`config.mk`:
```
export PLATFORM = sky130hd
export DESIGN_NAME = ipv4_frame_header_parser_top_flat
export DESIGN_NICKNAME = d
export VERILOG_FILES = /design/src/rtl/core/ihp_pkg.sv /design/src/rtl/core/ihp_if.sv /design/src/rtl/core/ipv4_frame_header_parser_top.sv /design/src/rtl/core/ihp_accum.sv /design/src/flat_wrapper.sv
export VERILOG_INCLUDE_DIRS = /design/src /design/src/rtl/core
export SDC_FILE = /design/constraint.sdc
export NUM_CORES = 1
export LEC_CHECK = 0
export BUFFER_PORTS_ARGS = -buffer_cell sky130_fd_sc_hd__buf_2
export CAP_MARGIN = 30
export CORE_MARGIN = 2
export CORE_UTILIZATION = 35
export DETAILED_ROUTE_END_ITERATION = 10
export PLACE_DENSITY = 0.49
export SETUP_SLACK_MARGIN = 0.05
export SLEW_MARGIN = 10
export SYNTH_ARGS = -nofsm -noshare
export SYNTH_HDL_FRONTEND = slang
export SYNTH_SLANG_ARGS = --single-unit
```
`constraint.sdc`:
```
create_clock -name clk -period 10.7 [get_ports clk]
set_input_delay 1.07 -clock clk [delete_from_list [all_inputs] [get_ports clk]]
set_output_delay 1.07 -clock clk [all_outputs]
set_load 0.05 [all_outputs]
```
`src/rtl/core/ipv4_frame_header_parser_top_defines.svh`:
```
// Assertion macros used by the IPv4 header parser top level.
`ifndef IPV4_FRAME_HEADER_PARSER_TOP_DEFINES_SVH
`define IPV4_FRAME_HEADER_PARSER_TOP_DEFINES_SVH

// Same-cycle implication, checked out of reset.
`define IHP_ASSERT_NOW(label, ante, cons, msg) \
  label: assert property (@(posedge clk) disable iff (!rst_n) (ante) |-> (cons)) \
    else $error(msg);

// Next-cycle implication, checked out of reset.
`define IHP_ASSERT_NEXT(label, ante, cons, msg) \
  label: assert property (@(posedge clk) disable iff (!rst_n) (ante) |=> (cons)) \
    else $error(msg);

`endif

```
`src/rtl/core/ihp_pkg.sv`:
```
// Types and constants for the IPv4 frame header parser.
package ihp_pkg;

  localparam logic [16:0] MAX_FRAME_BYTES  = 17'd1518;
  localparam logic [16:0] FRAME_MIN_BYTES  = 17'd34;
  localparam logic [6:0]  ETH_HDR_BYTES    = 7'd14;
  localparam logic [5:0]  IP_MIN_HDR_BYTES = 6'd20;
  localparam logic [5:0]  IP_MAX_HDR_BYTES = 6'd60;
  localparam logic [15:0] ETHERTYPE_IPV4   = 16'h0800;
  localparam logic [15:0] FRAG_MASK        = 16'h3FFF;
  localparam logic [15:0] ONES16           = 16'hFFFF;
  localparam logic [3:0]  IP_VERSION4      = 4'd4;

  // Frame byte offsets of captured fields
  localparam logic [15:0] POS_ETYPE_HI = 16'd12;
  localparam logic [15:0] POS_ETYPE_LO = 16'd13;
  localparam logic [15:0] POS_VER_IHL  = 16'd14;
  localparam logic [15:0] POS_LEN_HI   = 16'd16;
  localparam logic [15:0] POS_LEN_LO   = 16'd17;
  localparam logic [15:0] POS_FRAG_HI  = 16'd20;
  localparam logic [15:0] POS_FRAG_LO  = 16'd21;
  localparam logic [15:0] POS_TTL      = 16'd22;
  localparam logic [15:0] POS_PROTO    = 16'd23;
  localparam logic [15:0] POS_SRC_FIRST = 16'd26;
  localparam logic [15:0] POS_SRC_LAST  = 16'd29;
  localparam logic [15:0] POS_DST_FIRST = 16'd30;
  localparam logic [15:0] POS_DST_LAST  = 16'd33;
  localparam logic [15:0] POS_MAX       = 16'hFFFF;

  typedef enum logic [2:0] {
    ST_OK        = 3'd0,
    ST_BAD_HDR   = 3'd1,
    ST_BAD_SIZE  = 3'd2,
    ST_UNSUPP    = 3'd3,
    ST_INTEGRITY = 3'd4
  } status_t;

  // Everything the final checks need from one frame
  typedef struct packed {
    logic [16:0] frame_len;
    logic [15:0] ether_type;
    logic [7:0]  version_ihl;
    logic [15:0] length_field;
    logic        frag_nz;
    logic [7:0]  ttl;
    logic [7:0]  protocol;
    logic [31:0] src;
    logic [31:0] dst;
    logic        sum_ok;
  } frame_t;

  typedef struct packed {
    status_t     status;
    logic [31:0] source_address;
    logic [31:0] destination_address;
    logic [5:0]  header_bytes;
    logic [15:0] total_bytes;
    logic [6:0]  payload_start;
    logic [15:0] payload_bytes;
    logic [7:0]  protocol_number;
    logic [7:0]  time_to_live;
  } result_t;

endpackage

```
`src/rtl/core/ihp_if.sv`:
```
// Valid/ready channel interfaces for the parser's byte input and result output.
interface ihp_in_if;
  logic       valid;
  logic       ready;
  logic [7:0] data_byte;
  logic       last_byte;

  modport source (output valid, data_byte, last_byte, input ready);
  modport sink (input valid, data_byte, last_byte, output ready);
endinterface

interface ihp_out_if;
  logic        valid;
  logic        ready;
  logic [2:0]  status;
  logic [31:0] source_address;
  logic [31:0] destination_address;
  logic [5:0]  header_bytes;
  logic [15:0] total_bytes;
  logic [6:0]  payload_start;
  logic [15:0] payload_bytes;
  logic [7:0]  protocol_number;
  logic [7:0]  time_to_live;

  modport source (output valid, status, source_address, destination_address, header_bytes,
                  total_bytes, payload_start, payload_bytes, protocol_number, time_to_live,
                  input ready);
  modport sink (input valid, status, source_address, destination_address, header_bytes,
                total_bytes, payload_start, payload_bytes, protocol_number, time_to_live,
                output ready);
endinterface

```
`src/rtl/core/ipv4_frame_header_parser_top.sv`:
```
// Top level of the Ethernet/IPv4 header parser with header checksum check.
//
// Takes one frame byte per cycle on in_ch, destination MAC first, last_byte on the final
// byte, and gives one result per frame on out_ch: status plus the IPv4 addresses, lengths,
// payload offset, protocol and TTL (all zero unless status is ok). Bytes may arrive back to
// back across frames. After the last byte's transfer the frame is registered in the snapshot
// register (capture/checksum stage), then in the output register (check stage). in_ch stalls
// only when a finished frame waits in the snapshot register while the output register is
// held by out_ch.ready low. Frames of 65536 bytes or more are reported as bad size.
`include "ipv4_frame_header_parser_top_defines.svh"

module ipv4_frame_header_parser_top import ihp_pkg::*; (
  input logic      clk,
  input logic      rst_n,
  ihp_in_if.sink   in_ch,
  ihp_out_if.source out_ch
);

  logic    snap_valid;
  frame_t  snap;
  logic    out_adv;
  logic    snap_take;
  logic    in_fire;
  logic    out_valid_r;
  result_t out_r, out_nxt;

  logic [3:0]  ver;
  logic [5:0]  hlen;
  logic [6:0]  hdr_end;
  logic [16:0] len_end;
  status_t     st;

  assign out_adv     = !out_valid_r || out_ch.ready;
  assign snap_take   = snap_valid && out_adv;
  assign in_ch.ready = !snap_valid || out_adv;
  assign in_fire     = in_ch.valid && in_ch.ready;

  ihp_accum u_accum (
    .clk        (clk),
    .rst_n      (rst_n),
    .in_fire    (in_fire),
    .data_byte  (in_ch.data_byte),
    .last_byte  (in_ch.last_byte),
    .snap_take  (snap_take),
    .snap_valid (snap_valid),
    .snap       (snap)
  );

  // Final checks, first failing one wins
  always_comb begin
    ver     = snap.version_ihl[7:4];
    hlen    = {snap.version_ihl[3:0], 2'b00};
    hdr_end = ETH_HDR_BYTES + {1'b0, hlen};
    len_end = {1'b0, snap.length_field} + {10'd0, ETH_HDR_BYTES};

    if (snap.frame_len < FRAME_MIN_BYTES || snap.frame_len > MAX_FRAME_BYTES) begin
      st = ST_BAD_SIZE;
    end else if (snap.ether_type != ETHERTYPE_IPV4) begin
      st = ST_UNSUPP;
    end else if (ver != IP_VERSION4 || hlen < IP_MIN_HDR_BYTES || hlen > IP_MAX_HDR_BYTES ||
                 {10'd0, hdr_end} > snap.frame_len) begin
      st = ST_BAD_HDR;
    end else if (snap.length_field < {10'd0, hlen} || len_end > snap.frame_len) begin
      st = ST_BAD_SIZE;
    end else if (snap.frag_nz) begin
      st = ST_UNSUPP;
    end else if (snap.ttl == 8'd0 || !snap.sum_ok) begin
      st = ST_INTEGRITY;
    end else begin
      st = ST_OK;
    end

    out_nxt        = '0;
    out_nxt.status = st;
    if (st == ST_OK) begin
      out_nxt.source_address      = snap.src;
      out_nxt.destination_address = snap.dst;
      out_nxt.header_bytes        = hlen;
      out_nxt.total_bytes         = snap.length_field;
      out_nxt.payload_start       = hdr_end;
      out_nxt.payload_bytes       = snap.length_field - {10'd0, hlen};
      out_nxt.protocol_number     = snap.protocol;
      out_nxt.time_to_live        = snap.ttl;
    end
  end

  always_ff @(posedge clk) begin
    if (!rst_n) begin
      out_valid_r <= 1'b0;
    end else if (out_adv) begin
      out_valid_r <= snap_valid;
    end
  end

  always_ff @(posedge clk) begin
    if (snap_take) begin
      out_r <= out_nxt;
    end
  end

  assign out_ch.valid               = out_valid_r;
  assign out_ch.status              = out_r.status;
  assign out_ch.source_address      = out_r.source_address;
  assign out_ch.destination_address = out_r.destination_address;
  assign out_ch.header_bytes        = out_r.header_bytes;
  assign out_ch.total_bytes         = out_r.total_bytes;
  assign out_ch.payload_start       = out_r.payload_start;
  assign out_ch.payload_bytes       = out_r.payload_bytes;
  assign out_ch.protocol_number     = out_r.protocol_number;
  assign out_ch.time_to_live        = out_r.time_to_live;

  `IHP_ASSERT_NEXT(a_last_fills_snap, in_fire && in_ch.last_byte, snap_valid, "last byte did not reach snapshot")
  `IHP_ASSERT_NEXT(a_take_fills_out, snap_take, out_valid_r, "snapshot transfer lost before output")
  `IHP_ASSERT_NOW(a_err_fields_zero, out_valid_r && out_r.status != ST_OK, out_r.source_address == 32'd0 && out_r.total_bytes == 16'd0 && out_r.time_to_live == 8'd0, "error result carries nonzero fields")
  `IHP_ASSERT_NOW(a_ok_offsets, out_valid_r && out_r.status == ST_OK, out_r.header_bytes >= IP_MIN_HDR_BYTES && out_r.payload_start == ETH_HDR_BYTES + {1'b0, out_r.header_bytes}, "ok result has inconsistent header offsets")

endmodule

```
`src/rtl/core/ihp_accum.sv`:
```
// Per-byte field capture and header checksum, with a frame snapshot register.
module ihp_accum import ihp_pkg::*; (
  input  logic       clk,
  input  logic       rst_n,
  input  logic       in_fire,
  input  logic [7:0] data_byte,
  input  logic       last_byte,
  input  logic       snap_take,
  output logic       snap_valid,
  output frame_t     snap
);

  logic [15:0] pos_r, pos_nxt;
  logic [15:0] etype_r, etype_nxt;
  logic [7:0]  vihl_r, vihl_nxt;
  logic [15:0] len_r, len_nxt;
  logic [15:0] frag_r, frag_nxt;
  logic [7:0]  ttl_r, ttl_nxt;
  logic [7:0]  proto_r, proto_nxt;
  logic [31:0] src_r, src_nxt;
  logic [31:0] dst_r, dst_nxt;
  logic [15:0] csum_r, csum_nxt;
  logic [7:0]  hold_r, hold_nxt;
  logic        snap_valid_r;
  frame_t      snap_r, snap_nxt;

  logic [5:0]  hlen;
  logic [15:0] hdr_end;
  logic [16:0] sum17;
  logic [15:0] sum_fold;

  always_comb begin
    etype_nxt = etype_r;
    vihl_nxt  = vihl_r;
    len_nxt   = len_r;
    frag_nxt  = frag_r;
    ttl_nxt   = ttl_r;
    proto_nxt = proto_r;
    src_nxt   = src_r;
    dst_nxt   = dst_r;
    csum_nxt  = csum_r;
    hold_nxt  = hold_r;

    if (pos_r == POS_ETYPE_HI || pos_r == POS_ETYPE_LO) begin
      etype_nxt = {etype_r[7:0], data_byte};
    end else if (pos_r == POS_VER_IHL) begin
      vihl_nxt = data_byte;
    end else if (pos_r == POS_LEN_HI || pos_r == POS_LEN_LO) begin
      len_nxt = {len_r[7:0], data_byte};
    end else if (pos_r == POS_FRAG_HI || pos_r == POS_FRAG_LO) begin
      frag_nxt = {frag_r[7:0], data_byte};
    end else if (pos_r == POS_TTL) begin
      ttl_nxt = data_byte;
    end else if (pos_r == POS_PROTO) begin
      proto_nxt = data_byte;
    end else if (pos_r >= POS_SRC_FIRST && pos_r <= POS_SRC_LAST) begin
      src_nxt = {src_r[23:0], data_byte};
    end else if (pos_r >= POS_DST_FIRST && pos_r <= POS_DST_LAST) begin
      dst_nxt = {dst_r[23:0], data_byte};
    end

    // Header length comes from the version/IHL byte, possibly taken this transfer
    hlen     = {vihl_nxt[3:0], 2'b00};
    hdr_end  = {9'd0, ETH_HDR_BYTES} + {10'd0, hlen};
    sum17    = {1'b0, csum_r} + {1'b0, hold_r, data_byte};
    sum_fold = sum17[15:0] + {15'd0, sum17[16]};   // end-around carry

    if (pos_r >= {9'd0, ETH_HDR_BYTES} && pos_r < hdr_end) begin
      if (!pos_r[0]) begin
        hold_nxt = data_byte;
      end else begin
        csum_nxt = sum_fold;
      end
    end

    pos_nxt = (pos_r == POS_MAX) ? pos_r : pos_r + 16'd1;

    snap_nxt.frame_len    = {1'b0, pos_r} + 17'd1;
    snap_nxt.ether_type   = etype_nxt;
    snap_nxt.version_ihl  = vihl_nxt;
    snap_nxt.length_field = len_nxt;
    snap_nxt.frag_nz      = |(frag_nxt & FRAG_MASK);
    snap_nxt.ttl          = ttl_nxt;
    snap_nxt.protocol     = proto_nxt;
    snap_nxt.src          = src_nxt;
    snap_nxt.dst          = dst_nxt;
    snap_nxt.sum_ok       = (csum_nxt == ONES16);
  end

  always_ff @(posedge clk) begin
    if (!rst_n || (in_fire && last_byte)) begin
      pos_r   <= '0;
      etype_r <= '0;
      vihl_r  <= '0;
      len_r   <= '0;
      frag_r  <= '0;
      ttl_r   <= '0;
      proto_r <= '0;
      src_r   <= '0;
      dst_r   <= '0;
      csum_r  <= '0;
      hold_r  <= '0;
    end else if (in_fire) begin
      pos_r   <= pos_nxt;
      etype_r <= etype_nxt;
      vihl_r  <= vihl_nxt;
      len_r   <= len_nxt;
      frag_r  <= frag_nxt;
      ttl_r   <= ttl_nxt;
      proto_r <= proto_nxt;
      src_r   <= src_nxt;
      dst_r   <= dst_nxt;
      csum_r  <= csum_nxt;
      hold_r  <= hold_nxt;
    end
  end

  always_ff @(posedge clk) begin
    if (!rst_n) begin
      snap_valid_r <= 1'b0;
    end else if (in_fire && last_byte) begin
      snap_valid_r <= 1'b1;
    end else if (snap_take) begin
      snap_valid_r <= 1'b0;
    end
  end

  always_ff @(posedge clk) begin
    if (in_fire && last_byte) begin
      snap_r <= snap_nxt;
    end
  end

  assign snap_valid = snap_valid_r;
  assign snap       = snap_r;

endmodule
```
`src/flat_wrapper.sv`:
```
// flat-port wrapper written by rule: the top's interface ports become plain ports
module ipv4_frame_header_parser_top_flat import ihp_pkg::*;
  (clk, rst_n, in_ch_valid, in_ch_data_byte, in_ch_last_byte, in_ch_ready, out_ch_valid, out_ch_status, out_ch_source_address, out_ch_destination_address, out_ch_header_bytes, out_ch_total_bytes, out_ch_payload_start, out_ch_payload_bytes, out_ch_protocol_number, out_ch_time_to_live, out_ch_ready);
  ihp_in_if in_ch_i ();
  ihp_out_if out_ch_i ();
  input logic clk;
  input logic rst_n;
  input wire logic [$bits(in_ch_i.valid)-1:0] in_ch_valid;
  input wire logic [$bits(in_ch_i.data_byte)-1:0] in_ch_data_byte;
  input wire logic [$bits(in_ch_i.last_byte)-1:0] in_ch_last_byte;
  output wire logic [$bits(in_ch_i.ready)-1:0] in_ch_ready;
  output wire logic [$bits(out_ch_i.valid)-1:0] out_ch_valid;
  output wire logic [$bits(out_ch_i.status)-1:0] out_ch_status;
  output wire logic [$bits(out_ch_i.source_address)-1:0] out_ch_source_address;
  output wire logic [$bits(out_ch_i.destination_address)-1:0] out_ch_destination_address;
  output wire logic [$bits(out_ch_i.header_bytes)-1:0] out_ch_header_bytes;
  output wire logic [$bits(out_ch_i.total_bytes)-1:0] out_ch_total_bytes;
  output wire logic [$bits(out_ch_i.payload_start)-1:0] out_ch_payload_start;
  output wire logic [$bits(out_ch_i.payload_bytes)-1:0] out_ch_payload_bytes;
  output wire logic [$bits(out_ch_i.protocol_number)-1:0] out_ch_protocol_number;
  output wire logic [$bits(out_ch_i.time_to_live)-1:0] out_ch_time_to_live;
  input wire logic [$bits(out_ch_i.ready)-1:0] out_ch_ready;
  assign in_ch_i.valid = in_ch_valid;
  assign in_ch_i.data_byte = in_ch_data_byte;
  assign in_ch_i.last_byte = in_ch_last_byte;
  assign in_ch_ready = in_ch_i.ready;
  assign out_ch_valid = out_ch_i.valid;
  assign out_ch_status = out_ch_i.status;
  assign out_ch_source_address = out_ch_i.source_address;
  assign out_ch_destination_address = out_ch_i.destination_address;
  assign out_ch_header_bytes = out_ch_i.header_bytes;
  assign out_ch_total_bytes = out_ch_i.total_bytes;
  assign out_ch_payload_start = out_ch_i.payload_start;
  assign out_ch_payload_bytes = out_ch_i.payload_bytes;
  assign out_ch_protocol_number = out_ch_i.protocol_number;
  assign out_ch_time_to_live = out_ch_i.time_to_live;
  assign out_ch_i.ready = out_ch_ready;
  ipv4_frame_header_parser_top u_core (.clk(clk), .rst_n(rst_n), .in_ch(in_ch_i), .out_ch(out_ch_i));
endmodule
```
# Yosys cells after proc, flatten, opt, wreduce, memory -nomap -nowiden
# Cells that the tools add are included.
[classes] addsub=8 order_cmp=13 eq_ne=13 mux=46 n_bitwise=2 reduce_logical=28
[ops] cell="$mux W32" count=15
[ops] cell="$mux W8" count=13
[ops] cell="$eq A16 B5 Y1 const B" count=6
[ops] cell="$mux W16" count=6
[ops] cell="$mux W14" count=4
[ops] cell="$eq A16 B4 Y1 const B" count=3
[ops] cell="$eq A16 B16 Y1 const B" count=2
[ops] cell="$ge A16 B5 Y1 const B" count=2
[ops] cell="$mux W3" count=6
[ops] cell="$add A16 B1 Y17 const B" count=1
[ops] cell="$add A16 B16 Y17" count=1
[ops] cell="$add A16 B4 Y17 const B" count=1
[ops] cell="$gt A17 B11 Y1 const B" count=1
[ops] cell="$gt A17 B17 Y1" count=1
[ops] cell="$gt A7 B17 Y1" count=1
[ops] cell="$lt A17 B6 Y1 const B" count=1
[ops] cell="$add A16 B1 Y16" count=1
[ops] cell="$add A16 B1 Y16 const B" count=1
[ops] cell="$ge A16 B4 Y1 const B" count=1
[ops] cell="$le A16 B5 Y1 const B" count=1
[ops] cell="$le A16 B6 Y1 const B" count=1
[ops] cell="$lt A16 B6 Y1" count=1
[ops] cell="$lt A16 B7 Y1" count=1
[ops] cell="$ne A16 B12 Y1 const B" count=1
[ops] cell="16 further kinds" count=38
[totals] reg_bits=443 output_inout_bits=130

# Longest topological paths before layout
# Gate-level depths: netlist of the first run.
[depth] depth_word=10 ltp_mapped=22

# By module
# Synthesis of the first run repeated with hierarchy kept, for this count alone.
[unflattened] cells_unflattened=1861 hier_area_um2=21001.4
[by_module_without_submodules] mod="ihp_accum" instances=1 cells_per_inst=1246 area_each_um2=13855.8 seq_area_each_um2=7677.4
[by_module_without_submodules] mod="ipv4_frame_header_parser_top" instances=1 cells_per_inst=615 area_each_um2=7145.6 seq_area_each_um2=3713.6

# Worst setup path after synthesis of the first run
# OpenSTA, ideal clock, no wires.
[synth_timing] kind="in2reg" start="input out_ch_ready" end="register u_core.out_r, in the netlist u_core.out_ch.destination_address[0], enable pin" setup_ns=0.622 arrival_time_ns=6.583 t_required_ns=10.078 setup_slack_ns=3.496 stages=2 cell_sequence="nor2b_1 -> nor2b_1"
[synth_between] elab_chain_cells=2
[synth_lines] element="start: declaration" line="flat_wrapper.sv:22" rtl="input wire logic [$bits(out_ch_i.ready)-1:0] out_ch_ready;"
[synth_lines] element="$logic_or A1 B1 Y1" line="ipv4_frame_header_parser_top.sv:33" rtl="assign out_adv = !out_valid_r || out_ch.ready;"
[synth_lines] element="$logic_and A1 B1 Y1" line="ipv4_frame_header_parser_top.sv:34" rtl="assign snap_take = snap_valid && out_adv;"
[synth_lines] element="named net u_core.snap_take" line="ipv4_frame_header_parser_top.sv:22" rtl="logic snap_take;"
[synth_lines] element="end signal: assignment" line="ipv4_frame_header_parser_top.sv:97" rtl="out_r <= out_nxt;"
[synth_lines] element="end: declaration" line="ipv4_frame_header_parser_top.sv:25" rtl="result_t out_r, out_nxt;"
# The timed path passes the listed nets, and every way through them passes these cells.
# A chain may end at the register's enable or synchronous reset.

==> reports/results.txt, run 1 <==
outcome = finished clean
syn_area_per_cell = 10.53 um^2
largest cells by area after synthesis = edfxtp_1, dfxtp_1, mux2_2, nor3_1, nor2_1
CP required = 11.07 ns
Arr. time, crit path = 6.24 ns
final slew viol count = 0
RSZ-0062 raised after global routing = no
VDD IR max = 112.5 uV
Main synth FF type = edfxtp_1
hold depth = 2
vias in the first global route = 13,457
maximum capacitance violations = 0
post-synthesis cell count = 1,887
die area = 0.05871 mm^2
Starting Density = 0.3532
hold path start = u_core.u_accum.ttl_r[4]
Critical Path Start Type = register
mapped cell area = 0.01988 mm^2
P per Cell Area = 165.3 mW/mm^2
Post-Layout Cell Count = 2,770
final setup vio count = 0
initial antenna violation count = 0
# Post-CTS Setup Buffers = 0
CTS Root Cell = clkbuf_16
post-synth cell types = 77
hold buffers post-CTS = 0
Final GP Congestion = 0.8087
largest area contributor in the netlist = edfxtp_1
Synth top area share = 0.3958
R2R depth = 18
filler cell count = 5,454
Post-synth ARST share = 0
synth cell count leaders = edfxtp_1, nor2_1, nor3_1, dfxtp_1, nand2_1
Ys Warns = 0
worst hold endpoint = u_core.u_accum.ttl_r[4]
Fmax = 0.1704 GHz
Inserted Clock Buffers = 48
WL per Instance = 17.69 um
Static Leak = 0.008647 uW
Sink Count = 438
Placeable Area = 0.05628 mm^2
Yosys reg bits = 438
Hold Path Class = reg2reg
Hold WS = 0.4520 ns
post-DP HPWL = 32,160 um
Design Power = 3771 uW
Reg2Reg Setup Slack = 4.83 ns
sequential cell area = 0.01139 mm^2
Max H-tree Level = 2
most numerous cell in the Yosys netlist = edfxtp_1
DP Cell Count = 2,679
Initial DRC Count = 953
CTS tree = done
n_diodes = 0
Die H = 242.3 um
largest net degree at the start of global routing = 81
share of cells above drive strength 1 = 0.1807
footprint of the multi-input gates = 0.007530 mm^2
Max Root-Sink Buffers = 3
antenna-violating nets left = 0
Setup CP Type = reg2reg
DR vias/cell = 4.929
sequential area share after synthesis = 0.5731
standard-cell row count = 87
Resized Gates After CTS = 0
Final Critical Period = 5.870 ns
first-pass GRT wire length = 77,790 um
Setup TNS = 0 ns
post-layout util = 0.4054
slew margin rel. = 0.3390
Clock Skews = 0.02394 ns
Die Width = 242.3 um
DRC = 0
GRT Overall Usage = 0.1663
worst slew pin tran = 0.9914 ns
fin crit share = 0.5486
crit path max fanout = 18
wirelength, routed = 49,000 um
Port Buffers = 139
Layout Nets = 2,046
final hold vios = 0
via count = 13,654
Ports = 143
FF-to-FF Start = u_core.u_accum.pos_r[0]
area delta synth->final = 14.79%
grt ovf = 0
Post-synth EDFFs = 262
worst flop-to-flop path endpoint = u_core.u_accum.snap[0]
critical path endpoint category = register
CTS clk-pin slew, worst paths = 0.06 ns
router iterations before antenna repair = 5
Skew-Pair Late Insertion Delay = 0.58 ns
==> worst max path at each step <==
| stage | from | slack (ns) | to |
|---|---|---|---|
| after floorplan | out_ch_ready | 3.50 | u_core.out_ch.destination_address[0] |
| after global placement | u_core.u_accum.pos_r[7] | 4.93 | u_core.u_accum.snap[0] |
| after detailed placement | u_core.u_accum.pos_r[0] | 4.77 | u_core.u_accum.snap[0] |
| after CTS | u_core.u_accum.pos_r[0] | 4.75 | u_core.u_accum.snap[0] |
| after global routing | u_core.u_accum.pos_r[0] | 4.21 | u_core.u_accum.snap[0] |
| final | u_core.u_accum.pos_r[0] | 4.83 | u_core.u_accum.snap[0] |
==> flip-flops by register name, summed over array words and instances (netlist names) <==
signal / cells
u_core.out_ch.payload_bytes: 16
u_core.u_accum.pos_r: 16
u_core.u_accum.etype_r: 16
u_core.u_accum.vihl_r: 8
u_core.out_ch.valid: 1
u_core.u_accum.len_r: 16
u_core.u_accum.snap: 139
u_core.out_ch.source_address: 32
u_core.out_ch.time_to_live: 8
u_core.out_ch.destination_address: 32
u_core.u_accum.src_r: 32
u_core.u_accum.ttl_r: 8
u_core.u_accum.dst_r: 32
u_core.u_accum.csum_r: 16
u_core.out_ch.status: 3
u_core.out_ch.header_bytes: 4
u_core.u_accum.snap_valid: 1
u_core.u_accum.frag_r: 14
u_core.u_accum.proto_r: 8
u_core.out_ch.payload_start: 6
u_core.out_ch.total_bytes: 14
u_core.u_accum.hold_r: 8
u_core.out_ch.protocol_number: 8
==> cell families after synthesis <==
family | synth area share
buffers and inverters | 0.05124
xor gates and xnor gates | 0.03085
muxes | 0.07051
AOI/OAI and AO/OA | 0.05672
and+or+nand+nor | 0.1801
adders and majority gates | 0.03727
other | 0.0001887
DFF | 0.5731
==> layer usage <==
metal	wire, um	up-vias	part of all wire	GRT usage
li1	-	6760	-	-
met1	23390	6597	0.48	0.2362
met2	22690	234	0.46	0.2643
met3	2008	63	0.041	0.02825
met4	910	0	0.019	0.03940
met5	0	-	0	0
==> power by group <==
part	switching, uW	internal, uW	total [uW]
Sequential	31.9	1840	1870
Combinational	186	75.7	262
Clock	667	969	1640
Total	885	2890	3770
==> cell type report <==
cell class	count	share of cell area
sequential	438	0.4993
multi-input combinational	1195	0.3300
clock buffer	80	0.06509
tap	756	0.04146
timing repair buffer	156	0.03784
inverter	136	0.02259
clock inverter	9	0.003729
==> through the flow <==
stage	worst slack, ns	area, um^2
2_1_floorplan	3.496	19880
3_3_place_gp	4.935	21180
3_5_place_dp	4.772	21230
4_1_cts	4.747	22800
5_1_grt	4.215	22820
6_report	4.830	22820
==> cell usage in the layout, fill, tap and decap left out, types with 17 or more instances in the layout <==
cell | netlist | routed
clkbuf_1 | 93 | 19
dfxtp_1 | 176 | 176
nand3_1 | 23 | 23
nand2_1 | 143 | 140
buf_2 | 15 | 139
a21oi_1 | 68 | 68
xnor2_1 | 46 | 46
xor2_1 | 24 | 24
inv_1 | 135 | 134
nor2_1 | 261 | 261
mux2_2 | 112 | 112
nor4_1 | 19 | 19
o21ai_0 | 29 | 29
clkbuf_16 | 0 | 51
ha_1 | 56 | 56
edfxtp_1 | 262 | 262
nor3_1 | 227 | 227
nand4_1 | 17 | 17
==> worst max-delay path, cell delays in order, from the launching register on <==
cell       delay, ns
dfxtp_1         0.56
inv_1           0.17
ha_1            0.22
nor2_1          0.24
or4_1           0.70
and4_1          0.58
mux2i_1         0.36
inv_1           0.13
nor2_1          0.20
xnor2_1         0.10
ha_1            0.28
nor4b_1         0.25
o31ai_1         0.14
nand3_1         0.32
inv_2           0.16
or4_1           0.55
a211oi_1        0.26
nand4_1         0.14
a2111oi_2       0.31
No activity file was read; power rests on OpenSTA's default activity.
==> run 2, diff against run 1 <==
--- a/config.mk
+++ b/config.mk
@@ -6,6 +6,7 @@
 export SDC_FILE = /design/constraint.sdc
 export NUM_CORES = 1
 export LEC_CHECK = 0
+export ABC_AREA = 1
 export BUFFER_PORTS_ARGS = -buffer_cell sky130_fd_sc_hd__buf_2
 export CAP_MARGIN = 30
 export CORE_MARGIN = 2
==> constraint.sdc (replaced) <==
create_clock -name clk -period 5.9 [get_ports clk]
set_input_delay 0.59 -clock clk [delete_from_list [all_inputs] [get_ports clk]]
set_output_delay 0.59 -clock clk [all_outputs]
set_load 0.05 [all_outputs]
==> run 2 against run 1 <==
Effect of this change:
- worst setup slack worse by 3.9 ns
- area after synthesis rose by 4.3%
- largest power group unchanged
- register-to-register slack got worse by 3.9 ns
- cell count is 21% higher
- utilization rose by 0.31 points
- maximum frequency rose by 18%
- critical endpoint unchanged
- first-iteration DRC count grew 16%
- combinational power grew to 3.0 times the previous value
- sequential power grew 86%
- design area up 5.3%
- non-clock buffer count is 5 higher
==> reports/results.txt, run 2 <==
outcome = finished clean
n_diodes = 0
wirelength, routed = 51,900 um
routed wl met3 = 2173 um
Sink Count = 438
syn_area_per_cell = 8.497 um^2
Clock Skews = 0.02324 ns
slew margin rel. = 0.3560
Yosys reg bits = 438
crit path max fanout = 16
CTS Root Cell = clkbuf_16
Layout Nets = 2,622
post-synth cell types = 49
Ys Warns = 0
most frequent cells in the layout = inv_1, nand2_1, nor2_1
Initial DRC Count = 1,103
Port Buffers = 139
max reg flops = 139
DP Cell Count = 3,272
die area = 0.06118 mm^2
Hold Path Class = in2reg
post-DP HPWL = 35,110 um
Fmax = 0.2017 GHz
initial antenna violation count = 0
WL per Instance = 15.43 um
Post-synth ARST share = 0
Arr. time, crit path = 5.38 ns
# Post-CTS Setup Buffers = 0
Starting Density = 0.3525
router iterations before antenna repair = 5
Skew-Pair Late Insertion Delay = 0.58 ns
Die H = 247.3 um
fin crit share = 0.8404
antenna-violating nets left = 0
Crit-path slowest cell = dfxtp_1
DRC = 0
largest net degree at the start of global routing = 124
Setup TNS = 0 ns
worst slew pin tran = 0.9660 ns
Die Width = 247.3 um
Max H-tree Level = 2
Final GP Congestion = 0.8888
GRT Overall Usage = 0.1691
Main synth FF type = edfxtp_1
critical path endpoint category = register
Resized Gates After CTS = 0
RSZ-0062 raised after global routing = no
CTS tree = done
Max Root-Sink Buffers = 3
Post-Layout Cell Count = 3,363
final setup vio count = 0
vias in the first global route = 15,037
VDD IR max = 185.9 uV
mapped cell area = 0.02072 mm^2
P per Cell Area = 311.2 mW/mm^2
largest cells by area after synthesis = edfxtp_1, dfxtp_1, inv_1, o21ai_0, nand2_1
critical path's largest stage delay = 0.56 ns
area delta synth->final = 15.88%
share of cells above drive strength 1 = 0.1054
final hold vios = 0
hold buffers post-CTS = 0
most numerous cell in the Yosys netlist = inv_1
via count = 15,723
CP required = 6.32 ns
first-pass GRT wire length = 81,600 um
largest area contributor in the netlist = edfxtp_1
Ports = 143
final slew viol count = 0
Post-synth EDFFs = 262
WL met1 = 24,350 um
Static Leak = 0.01088 uW
metal2 WL = 24,390 um
DR vias/cell = 4.675
post-synthesis cell count = 2,439
Setup CP Type = reg2reg
Top Layer Used = met4
synth cell count leaders = inv_1, nand2_1, nor2_1, o21ai_0, edfxtp_1
grt ovf = 0
standard-cell row count = 89
maximum capacitance violations = 0
sequential area share after synthesis = 0.5496
Placeable Area = 0.05880 mm^2
most common cell after layout, fill and taps aside = inv_1
Synth top area share = 0.3796
CTS clk-pin slew, worst paths = 0.06 ns
Critical Path Start Type = register
Inserted Clock Buffers = 47
crit-path cells = clkinv_1 > ha_1 > nor2_1 > inv_1 > nand4_1 > nand2_2 > o21ai_1 > or2_1 > nand2_1 > xor2_1 > ha_1 > nand2_1 > nand2_1 > a21oi_1 > nand4_1 > nor2_4 > inv_1 > nor2_1 > nand2_1 > a21oi_1 > nand3_1 > nor2_1 > nand3_1 > nor2_1
Final Critical Period = 4.958 ns
filler cell count = 5,904
run 2: worst paths after layout:
path | depth (start not counted) | start | slack [ns] | end
hold reg to reg | 2 | u_core.u_accum.vihl_r[1] | 0.50 | u_core.u_accum.vihl_r[1]
hold / removal | 3 | rst_n | 0.26 | u_core.u_accum.snap_valid
setup / recovery | 24 | u_core.u_accum.pos_r[0] | 0.94 | u_core.u_accum.snap[0]
setup reg to reg | 24 | u_core.u_accum.pos_r[0] | 0.94 | u_core.u_accum.snap[0]
run 2: area by class of cell:
| cell class | count | area, um^2 | area share |
|---|---|---|---|
| clock buffer | 60 | 1308 | 0.05444 |
| clock inverter | 28 | 389.1 | 0.01620 |
| inverter | 472 | 1772 | 0.07377 |
| multi-input combinational | 1431 | 7196 | 0.2996 |
| sequential | 438 | 11390 | 0.4743 |
| tap | 773 | 967.2 | 0.04027 |
| timing repair buffer | 161 | 994.7 | 0.04142 |
run 2: layer usage:
layer,vias up,GRT usage
li1,8064,-
met1,7310,0.2302
met2,285,0.2817
met3,64,0.02595
met4,0,0.04227
met5,-,0
run 2: kinds of logic (layout without fill, tap and decap cells):
group,count (synthesis),in the layout,synth area share
simple gates,849,849,0.1693
buf+inv,572,721,0.1064
compound gates,484,484,0.1231
flops,438,438,0.5496
fa+ha+maj,58,58,0.03574
xor+xnor,37,37,0.01564
other cells,1,3,0.0001809
run 2: report_power, final:
| group | leakage, uW | total, uW | internal [uW] | switching [uW] |
|---|---|---|---|---|
| Clock | 0.000822 | 3210 | 1970 | 1240 |
| Sequential | 0.00386 | 3470 | 3390 | 75.7 |
| Combinational | 0.00620 | 797 | 220 | 577 |
| Total | 0.0109 | 7470 | 5580 | 1900 |
run 2: critical path: cells and delay by family, from the launching register on:
kind                     cells  cell delay [ns]
buffers and inverters        3             0.65
XOR/XNOR                     1             0.15
AO/OA/AOI/OAI                3             0.70
AND/OR/NAND/NOR             15             2.04
adder cells (fa/ha/maj)      2             0.72
flip-flops                   1             0.56
run 2: through the flow:
stage	area, um^2	hold WS [ns]	total power [uW]	worst slack, ns	utilization
final	24020	0.2574	7473	0.9416	0.4085
after global routing	24020	0.2371	7803	0.2343	0.4085
after CTS	23950	0.2225	7563	0.9493	0.4073
after detailed placement	22250	0.4856	4327	0.9873	0.3785
after global placement	22190	0.4881	4305	1.177	0.3774
after floorplan	20740	0.4679	4097	0.2174	-
